==> src/design/kws_pkg.sv <==
// Shared types, constants and lookup functions for the keyboard wavetable synthesizer.
// No dependencies; every other design file imports this package.
`default_nettype none

package kws_pkg;

    localparam int TABLE_LENGTH_DEF = 48000;
    localparam int VOICES_DEF       = 8;
    localparam int SAMPLE_WIDTH_DEF = 24;

    localparam int CODE_W   = 8;
    localparam int VOL_W    = 4;
    localparam int OUT_W    = 31;
    localparam int VCODE_W  = 3;
    localparam int RATE_W   = 9;
    localparam int SERIES_W = 3;

    localparam logic [CODE_W-1:0] CODE_BREAK    = 8'hF0;
    localparam logic [CODE_W-1:0] CODE_VOL_UP   = 8'h49;
    localparam logic [CODE_W-1:0] CODE_VOL_DOWN = 8'h41;

    localparam logic [VOL_W-1:0] VOLUME_RESET = 4'd1;
    localparam logic [VOL_W-1:0] LIMIT_RESET  = 4'd10;

    localparam logic [31:0] HALF_PI_Q30 = 32'd1686629713;
    localparam logic [SERIES_W-1:0] SERIES_TERMS = 3'd6;

    typedef struct packed {
        logic key_upd;
        logic acc_clr;
        logic rd_en;
        logic out_load;
    } kws_cmd_t;

    typedef struct packed {
        logic fill_done;
        logic rd_last;
        logic out_free;
    } kws_status_t;

    function automatic logic [CODE_W-1:0] voice_code(input logic [VCODE_W-1:0] v);
        logic [CODE_W-1:0] c;
        case (v)
            3'd0:    c = 8'h1C;
            3'd1:    c = 8'h1B;
            3'd2:    c = 8'h23;
            3'd3:    c = 8'h2B;
            3'd4:    c = 8'h3B;
            3'd5:    c = 8'h42;
            3'd6:    c = 8'h4B;
            default: c = 8'h4C;
        endcase
        return c;
    endfunction

    function automatic logic [RATE_W-1:0] voice_rate(input logic [VCODE_W-1:0] v);
        logic [RATE_W-1:0] r;
        case (v)
            3'd0:    r = 9'd130;
            3'd1:    r = 9'd146;
            3'd2:    r = 9'd164;
            3'd3:    r = 9'd174;
            3'd4:    r = 9'd195;
            3'd5:    r = 9'd220;
            3'd6:    r = 9'd246;
            default: r = 9'd261;
        endcase
        return r;
    endfunction

    // Taylor divisor 2k(2k+1) for term k
    function automatic logic [7:0] series_div(input logic [SERIES_W-1:0] k);
        logic [7:0] d;
        case (k)
            3'd1:    d = 8'd6;
            3'd2:    d = 8'd20;
            3'd3:    d = 8'd42;
            3'd4:    d = 8'd72;
            3'd5:    d = 8'd110;
            default: d = 8'd156;
        endcase
        return d;
    endfunction

    // floor(2^32 / series_div(k))
    function automatic logic [31:0] series_recip(input logic [SERIES_W-1:0] k);
        logic [31:0] m;
        case (k)
            3'd1:    m = 32'd715827882;
            3'd2:    m = 32'd214748364;
            3'd3:    m = 32'd102261126;
            3'd4:    m = 32'd59652323;
            3'd5:    m = 32'd39045157;
            default: m = 32'd27531841;
        endcase
        return m;
    endfunction

endpackage

`default_nettype wire

==> src/design/kws_ctrl.sv <==
// Controller: sequences table fill wait, key updates and the per-tick voice sweep.
// Depends on kws_pkg for the command and status structs.
`default_nettype none

module kws_ctrl (
    input  wire logic                  clk,
    input  wire logic                  rst_n,
    input  wire logic                  in_valid,
    output logic                       in_stall,
    input  wire logic                  req_type,
    input  wire kws_pkg::kws_status_t  status,
    output kws_pkg::kws_cmd_t          cmd
);
    import kws_pkg::*;

    localparam logic [2:0] C_FILL  = 3'd0;
    localparam logic [2:0] C_IDLE  = 3'd1;
    localparam logic [2:0] C_READ  = 3'd2;
    localparam logic [2:0] C_DRAIN = 3'd3;
    localparam logic [2:0] C_OUT   = 3'd4;

    logic [2:0] state_reg, state_next;
    logic       take;

    always_comb
    begin
        state_next   = state_reg;
        cmd          = '0;
        take         = in_valid && (state_reg == C_IDLE);
        case (state_reg)
            C_FILL:
            begin
                if (status.fill_done)
                begin
                    state_next = C_IDLE;
                end
            end
            C_IDLE:
            begin
                if (take)
                begin
                    if (req_type)
                    begin
                        cmd.acc_clr = 1'b1;
                        state_next  = C_READ;
                    end
                    else
                    begin
                        cmd.key_upd = 1'b1;
                    end
                end
            end
            C_READ:
            begin
                cmd.rd_en = 1'b1;
                if (status.rd_last)
                begin
                    state_next = C_DRAIN;
                end
            end
            C_DRAIN:
            begin
                state_next = C_OUT;
            end
            C_OUT:
            begin
                if (status.out_free)
                begin
                    cmd.out_load = 1'b1;
                    state_next   = C_IDLE;
                end
            end
            default:
            begin
                state_next = C_FILL;
            end
        endcase
    end

    always_ff @(posedge clk or negedge rst_n)
    begin
        if (!rst_n)
        begin
            state_reg <= C_FILL;
        end
        else
        begin
            state_reg <= state_next;
        end
    end

    assign in_stall = (state_reg != C_IDLE);

    ap_tick_starts: assert property (@(posedge clk) disable iff (!rst_n)
        (in_valid && !in_stall && req_type) |=> (state_reg == C_READ))
        else $error("tick transfer did not start the voice sweep");

    ap_fill_blocks: assert property (@(posedge clk) disable iff (!rst_n)
        !status.fill_done |-> in_stall)
        else $error("input taken before table fill completed");

    ap_single_cmd: assert property (@(posedge clk) disable iff (!rst_n)
        $onehot0({cmd.key_upd, cmd.acc_clr, cmd.rd_en, cmd.out_load}))
        else $error("conflicting datapath commands");

endmodule

`default_nettype wire

==> config.mk <==
export PLATFORM = sky130hd
export DESIGN_NAME = kws_ctrl
export DESIGN_NICKNAME = d
export VERILOG_FILES = /design/src/design/kws_pkg.sv /design/src/design/kws_ctrl.sv
export SDC_FILE = /design/constraint.sdc
export NUM_CORES = 1
export LEC_CHECK = 0
export ABC_AREA = 1
export BUFFER_PORTS_ARGS = -buffer_cell sky130_fd_sc_hd__buf_2
export CORE_AREA = 5 5 42 44
export DETAILED_ROUTE_END_ITERATION = 16
export DIE_AREA = 0 0 47 49
export SETUP_SLACK_MARGIN = 0.1
export SLEW_MARGIN = 20
export SYNTH_ARGS = -nofsm -noshare
export SYNTH_HDL_FRONTEND = slang
export SYNTH_SLANG_ARGS = --single-unit
export TNS_END_PERCENT = 10
==> constraint.sdc <==
create_clock -name clk -period 1.1 [get_ports clk]
set_input_delay 0.22 -clock clk [delete_from_list [all_inputs] [get_ports clk]]
set_output_delay 0.22 -clock clk [all_outputs]
set_load 0.02 [all_outputs]
==> impl_metrics.tcl, run 1 <==
set metrics [dict create \
    max_freq_mhz 718 \
    synth_area_per_cell_um2 6.76 \
    worstPathRequired_ns 0.88 \
    timing.final.ws_setup_ns -0.293 \
    clk_pin_slew_ns 0.04 \
    max_cap_viol_count 0 \
    grt_util_all_layers 0.0635 \
    routabilityCongestion 0.699 \
    post_route_worst_hold_slack_ns 0.189 \
    ff2ff_path_depth 5 \
    ys.flop_type "sky130_fd_sc_hd__dfrtp_1" \
    finalSetupTns_ns -1.16 \
    drive_above_1_share 0.510 \
    residual_overflow_from_global_routing 0 \
    synthesized_netlist_cell_count 30 \
    timing_max_transition_violations_final 0 \
    tightest_slew_ns 0.160 \
    grt_pass1_wl_um 924 \
    route.antenna.remaining_nets 0 \
    clock_power_share 0.170 \
    cpMaxStageDelayCell "sky130_fd_sc_hd__dfrtp_1" \
    ctsLongestPathBuffers 2 \
    r2r_setup_slack_ns 0.06 \
    drt_first_iter_violations 5 \
    part_of_the_total_power_dissipated_in_sequential_elements 0.217 \
    fin_worst_skew_ns 0.00245 \
    utilization 0.289 \
    mappedNetlistNets 37 \
    number_of_global_route_vias_before_repair 249 \
    cts_tree "yes" \
    clk_root_buffer_cell "sky130_fd_sc_hd__clkbuf_4" \
    final_net_count 59 \
    critPathLaunchType "register" \
    proportion_of_netlist_area_held_by_the_largest_area_contributor 0.370 \
    period_share 1.27 \
    power_density_nw_per_um2 2880 \
    ys_seq_elements 3 \
    drt_drc_violations_left 0 \
    drtPass1Iterations 3 \
    largest_register_ff_count 3 \
    io_pins 12 \
    synthMostInstantiatedCell "sky130_fd_sc_hd__nand2_1" \
    wl_per_cell_um 8.90 \
    number_of_antenna_violations_at_the_first_check_in_global_routing 0 \
    post-dp-hpwl_um 471 \
    drt_wl_total_um 596 \
    worst_slew_margin_rel 0.893 \
    final-instance-count-excl-fill 67 \
    dieArea_um2 2300 \
    clk_latency_worst_skew_pair_ns 0.24 \
    synth-edff-count 0 \
    cts.sink_count 3 \
    failed_checks "negative setup slack" \
    die_x_um 47 \
    placed_area_um2 343 \
    synth_sequential_area_ratio 0.370 \
    post_drt_via_cell_ratio 4.19 \
    synth.largest_area_cell "sky130_fd_sc_hd__dfrtp_1" \
    p_sw_uw 524 \
    port_buffers 11 \
    run_status "finished, violations left" \
    place_worst_setup_slack_ns -0.119 \
    cts_made_buffers 3 \
    syn-cell-area_um2 203 \
    yosysUniqueCellTypes 12 \
    htree_levels 1 \
    core_area_um2 1400 \
    worstSetupEndpointType "output port" \
    ir_worst_vdd_v 0.00108 \
    hold_path.class "in -> reg" \
    worstPathCellList "nor2_4, nand2_4, nor3b_4, buf_6" \
    swShare 0.448 \
    crit_path_max_fanout 3 \
    min_path_cells 2 \
    comb_power_share 0.613 \
    synth.cells.most_frequent "sky130_fd_sc_hd__nand2_1, sky130_fd_sc_hd__inv_1, sky130_fd_sc_hd__nor2_1, sky130_fd_sc_hd__dfrtp_1, sky130_fd_sc_hd__nand3_1" \
    post-route-cell-area_um2 405 \
    hold_viol 0 \
    synth-async-reset-ratio 1.00 \
    grt_max_degree 7 \
    dp.cells 62 \
    synth.yosys.warnings 0 \
    final_setup_violation_count 5 \
    synth.area.top_cells "sky130_fd_sc_hd__dfrtp_1, sky130_fd_sc_hd__nand2_1, sky130_fd_sc_hd__nand3_1" \
    power.static_leakage_nw 0.206 \
    timing.critical_path.arrival_ns 1.17 \
    max_stage_delay_ns 0.41 \
    path_class "reg -> out" \
    layout-area-overhead-vs-synth_pct 100 \
    rsz0062_at_grt "true" \
    crit_path_time_final_ns 1.39 \
    row_count 14 \
    floorplan.initialDensity 0.145 \
    die_h_um 49 \
    fin_total_pwr_mw 1.17 \
    internal_power_uw 644 \
    via_count 281 \
    n_antenna_cell 0 \
]
## cells by family (layout without fill, tap and decap cells)
| kind of cell | count (synthesis) | count (layout) | synth area share |
|---|---|---|---|
| AOI/OAI and AO/OA | 3 | 3 | 0.0802 |
| buffers and inverters | 4 | 25 | 0.0741 |
| DFF | 3 | 3 | 0.370 |
| and+or+nand+nor | 20 | 20 | 0.475 |
## per-layer routing
| metal | part of all wire | global-route usage | vias up |
|---|---|---|---|
| met5 | 0 | 0 | - |
| met2 | 0.38 | 0.0679 | 15 |
| li1 | - | - | 144 |
| met1 | 0.43 | 0.0708 | 117 |
| met3 | 0.11 | 0.0258 | 5 |
| met4 | 0.072 | 0.0968 | 0 |
## final cells by class
type,instances,area [um^2]
Fill cell,156,996
Timing Repair Buffer,17,120
Tap cell,16,20.0
Multi-Input combinational cell,23,148
Sequential cell,3,76.3
Clock buffer,4,26.3
Inverter,4,15.0
## critical path, delay by kind of cell (launching register included)
family	cells	cell delay [ns]
AND/OR/NAND/NOR	3	0.38
flip-flops	1	0.41
buffers and inverters	1	0.14
## worst paths after layout
kind,endpoint,from
worst min register to register,state_reg[0],state_reg[2]
min in group asynchronous,state_reg[1],rst_n
worst max-delay path,cmd[2],state_reg[1]
worst min-delay path,state_reg[2],status[0]
worst max register to register,state_reg[0],state_reg[0]
max in group asynchronous,state_reg[0],rst_n
## what timing repair did
action,CTS,global route
hold buffers,1,0
buffers inserted,0,0
endpoints found under the setup margin,7,8
gates resized for setup,4,6
hold endpoints to repair,3,0
pin swaps,2,0
## layout by cell type, fill, tap and decap left out
master and count:
sky130_fd_sc_hd__a21oi_1 1, sky130_fd_sc_hd__buf_2 7, sky130_fd_sc_hd__buf_4 7, sky130_fd_sc_hd__buf_6 2
sky130_fd_sc_hd__clkbuf_1 1, sky130_fd_sc_hd__clkbuf_4 3, sky130_fd_sc_hd__dfrtp_1 2, sky130_fd_sc_hd__dfrtp_2 1
sky130_fd_sc_hd__dlygate4sd3_1 1, sky130_fd_sc_hd__inv_1 3, sky130_fd_sc_hd__inv_2 1, sky130_fd_sc_hd__nand2_1 7
sky130_fd_sc_hd__nand2_4 1, sky130_fd_sc_hd__nand3_1 3, sky130_fd_sc_hd__nand3b_1 1, sky130_fd_sc_hd__nand4_1 1
sky130_fd_sc_hd__nor2_1 2, sky130_fd_sc_hd__nor2_2 1, sky130_fd_sc_hd__nor2_4 1, sky130_fd_sc_hd__nor3_1 1
sky130_fd_sc_hd__nor3_4 1, sky130_fd_sc_hd__nor3b_4 1, sky130_fd_sc_hd__o21ai_1 1, sky130_fd_sc_hd__o22ai_1 1
## power by group through the flow
stage | Sequential, mW | Combinational, mW | Clock, mW
after global routing | 0.270 | 0.785 | 0.209
after CTS | 0.233 | 0.691 | 0.206
after global placement | 0.232 | 0.669 | 0
after floorplan | 0.249 | 0.387 | 0
final | 0.254 | 0.716 | 0.199
after detailed placement | 0.234 | 0.673 | 0
Power figures use the tool's default switching activity.
==> run 2: changes to the inputs <==
GPL_TIMING_DRIVEN = 0   (was not set)
MAX_ROUTING_LAYER = met4   (was not set)
TNS_END_PERCENT = not set   (was 10)
==> run 2 against run 1 <==
The flow still finishes with violations (negative setup slack). Largest power group unchanged. Clock skew about the same. Critical path depth did not move. Largest cell class unchanged. Global-route usage increased by 0.31 points. Cell area up 13%. Combinational power increased by 24%. Sequential share of layout area down 1.7 points.
==> impl_metrics.tcl, run 2 (synthesis gave the netlist of run 1 again) <==
set metrics [dict create \
    run_status "finished, violations left" \
    failed_checks "negative setup slack" \
    hold_viol 0 \
    swShare 0.454 \
    grt_pass1_wl_um 1080 \
    residual_overflow_from_global_routing 0 \
    largest_register_ff_count 3 \
    grt_util_all_layers 0.0666 \
    min_path_cells 2 \
    ir_worst_vdd_v 0.000792 \
    hold_path.class "in -> reg" \
    crit_path_max_fanout 4 \
    route.antenna.remaining_nets 0 \
    ff2ff_path_depth 6 \
    p_sw_uw 618 \
    wl_per_cell_um 9.63 \
    number_of_global_route_vias_before_repair 286 \
    cts.sink_count 3 \
    worstSetupEndpointType "output port" \
    ctsLongestPathBuffers 2 \
    drt_first_iter_violations 2 \
    die_h_um 49 \
    worst_slew_margin_rel 0.886 \
    die_x_um 47 \
    dp.cells 57 \
    critPathLaunchType "register" \
    number_of_antenna_violations_at_the_first_check_in_global_routing 0 \
    drive_above_1_share 0.712 \
    final_setup_violation_count 5 \
    htree_levels 1 \
    drtPass1Iterations 2 \
    drt_wl_total_um 655 \
    post-dp-hpwl_um 458 \
    core_area_um2 1400 \
    port_buffers 11 \
    cts_made_buffers 3 \
    worstPathRequired_ns 0.88 \
    part_of_the_total_power_dissipated_in_sequential_elements 0.206 \
    clock_power_share 0.144 \
    clk_root_buffer_cell "sky130_fd_sc_hd__clkbuf_4" \
    max_freq_mhz 711 \
    timing_max_transition_violations_final 0 \
    max_cap_viol_count 0 \
    timing.critical_path.arrival_ns 1.19 \
    period_share 1.28 \
    routabilityCongestion 0.659 \
    power.static_leakage_nw 0.217 \
    layout-area-overhead-vs-synth_pct 127 \
    fin_total_pwr_mw 1.36 \
    dieArea_um2 2300 \
    crit_path_time_final_ns 1.41 \
    clk_pin_slew_ns 0.03 \
    clk_latency_worst_skew_pair_ns 0.23 \
    cts_tree "yes" \
    n_antenna_cell 0 \
    internal_power_uw 744 \
    rsz0062_at_grt "true" \
    via_count 273 \
    io_pins 12 \
    final.fill_count 163 \
    row_count 14 \
    power_density_nw_per_um2 2960 \
    path_class "reg -> out" \
    layout.cells.most_common_list "sky130_fd_sc_hd__buf_2, sky130_fd_sc_hd__buf_4, sky130_fd_sc_hd__nand2_1, sky130_fd_sc_hd__buf_6" \
    timing.final.ws_setup_ns -0.306 \
    finalSetupTns_ns -1.21 \
    grt_max_degree 7 \
    floorplan.initialDensity 0.145 \
    comb_power_share 0.651 \
    drt_drc_violations_left 0 \
    fin_worst_skew_ns 0.00262 \
    tightest_slew_ns 0.171 \
    final_net_count 60 \
    post_drt_via_cell_ratio 4.01 \
    layout_commonest_cell "sky130_fd_sc_hd__buf_2" \
    final-instance-count-excl-fill 68 \
]
## run 2: cell count changes in the layout (fill, tap and decap cells not counted), sizes merged
cell,change
buf,+1
## run 2: critical path, cell delays in order (launching register included)
cell	delay, ns
sky130_fd_sc_hd__dfrtp_2	0.44
sky130_fd_sc_hd__nor2_4	0.12
sky130_fd_sc_hd__nand2_4	0.08
sky130_fd_sc_hd__nor3b_4	0.18
sky130_fd_sc_hd__buf_6	0.14
## run 2: worst paths after layout
| kind | startpoint | end | slack [ns] |
|---|---|---|---|
| setup / recovery | state_reg[1] | cmd[2] | -0.31 |
| hold / removal | status[0] | state_reg[2] | 0.20 |
| setup reg to reg | state_reg[1] | state_reg[0] | 0.03 |
| hold reg to reg | state_reg[1] | state_reg[2] | 0.64 |
| max in group asynchronous | rst_n | state_reg[2] | 0.67 |
| min in group asynchronous | rst_n | state_reg[0] | 0.31 |
## run 2: power by group through the flow
stage / Combinational (mW) / Clock (mW) / Sequential [mW]
2_1_floorplan: 0.406 / 0 / 0.249
3_3_place_gp: 0.507 / 0 / 0.272
3_5_place_dp: 0.512 / 0 / 0.275
4_1_cts: 0.713 / 0.201 / 0.266
5_1_grt: 0.981 / 0.207 / 0.292
6_report: 0.886 / 0.195 / 0.280
## run 2: area by class of cell
| cell class | count | area (um^2) | share of cell area |
|---|---|---|---|
| Tap cell | 16 | 20.0 | 0.0436 |
| Inverter | 4 | 15.0 | 0.0327 |
| Sequential cell | 3 | 78.8 | 0.172 |
| Timing Repair Buffer | 18 | 135 | 0.294 |
| Clock buffer | 4 | 26.3 | 0.0572 |
| Multi-Input combinational cell | 23 | 184 | 0.401 |
## run 2: stage by stage
stage                     setup slack [ns]  utilization  cell area [um^2]  hold slack [ns]
after floorplan                     -0.109            -               238          -0.0756
after global placement              -0.168        0.223               313           0.0154
after detailed placement            -0.183        0.223               313           0.0160
after CTS                           -0.303        0.293               410            0.198
after global routing                -0.350        0.328               459            0.226
final                               -0.306        0.328               459            0.196
## run 2: layer usage
layer	part of all wire	vias to the layer above	global-route usage
met3	0.072	2	0.0148
met1	0.43	115	0.0752
met4	0.029	0	0.0553
met5	0	-	-
met2	0.47	12	0.0950
li1	-	144	-
## run 2: timing repair
action                                  CTS  global route
setup buffers                             4             3
endpoints found under the hold margin     3             0
resized for setup                        12            10
endpoints found under the setup margin    7             7
hold buffers                              1             0
gates cloned                              0             0
pin swaps                                 2             3
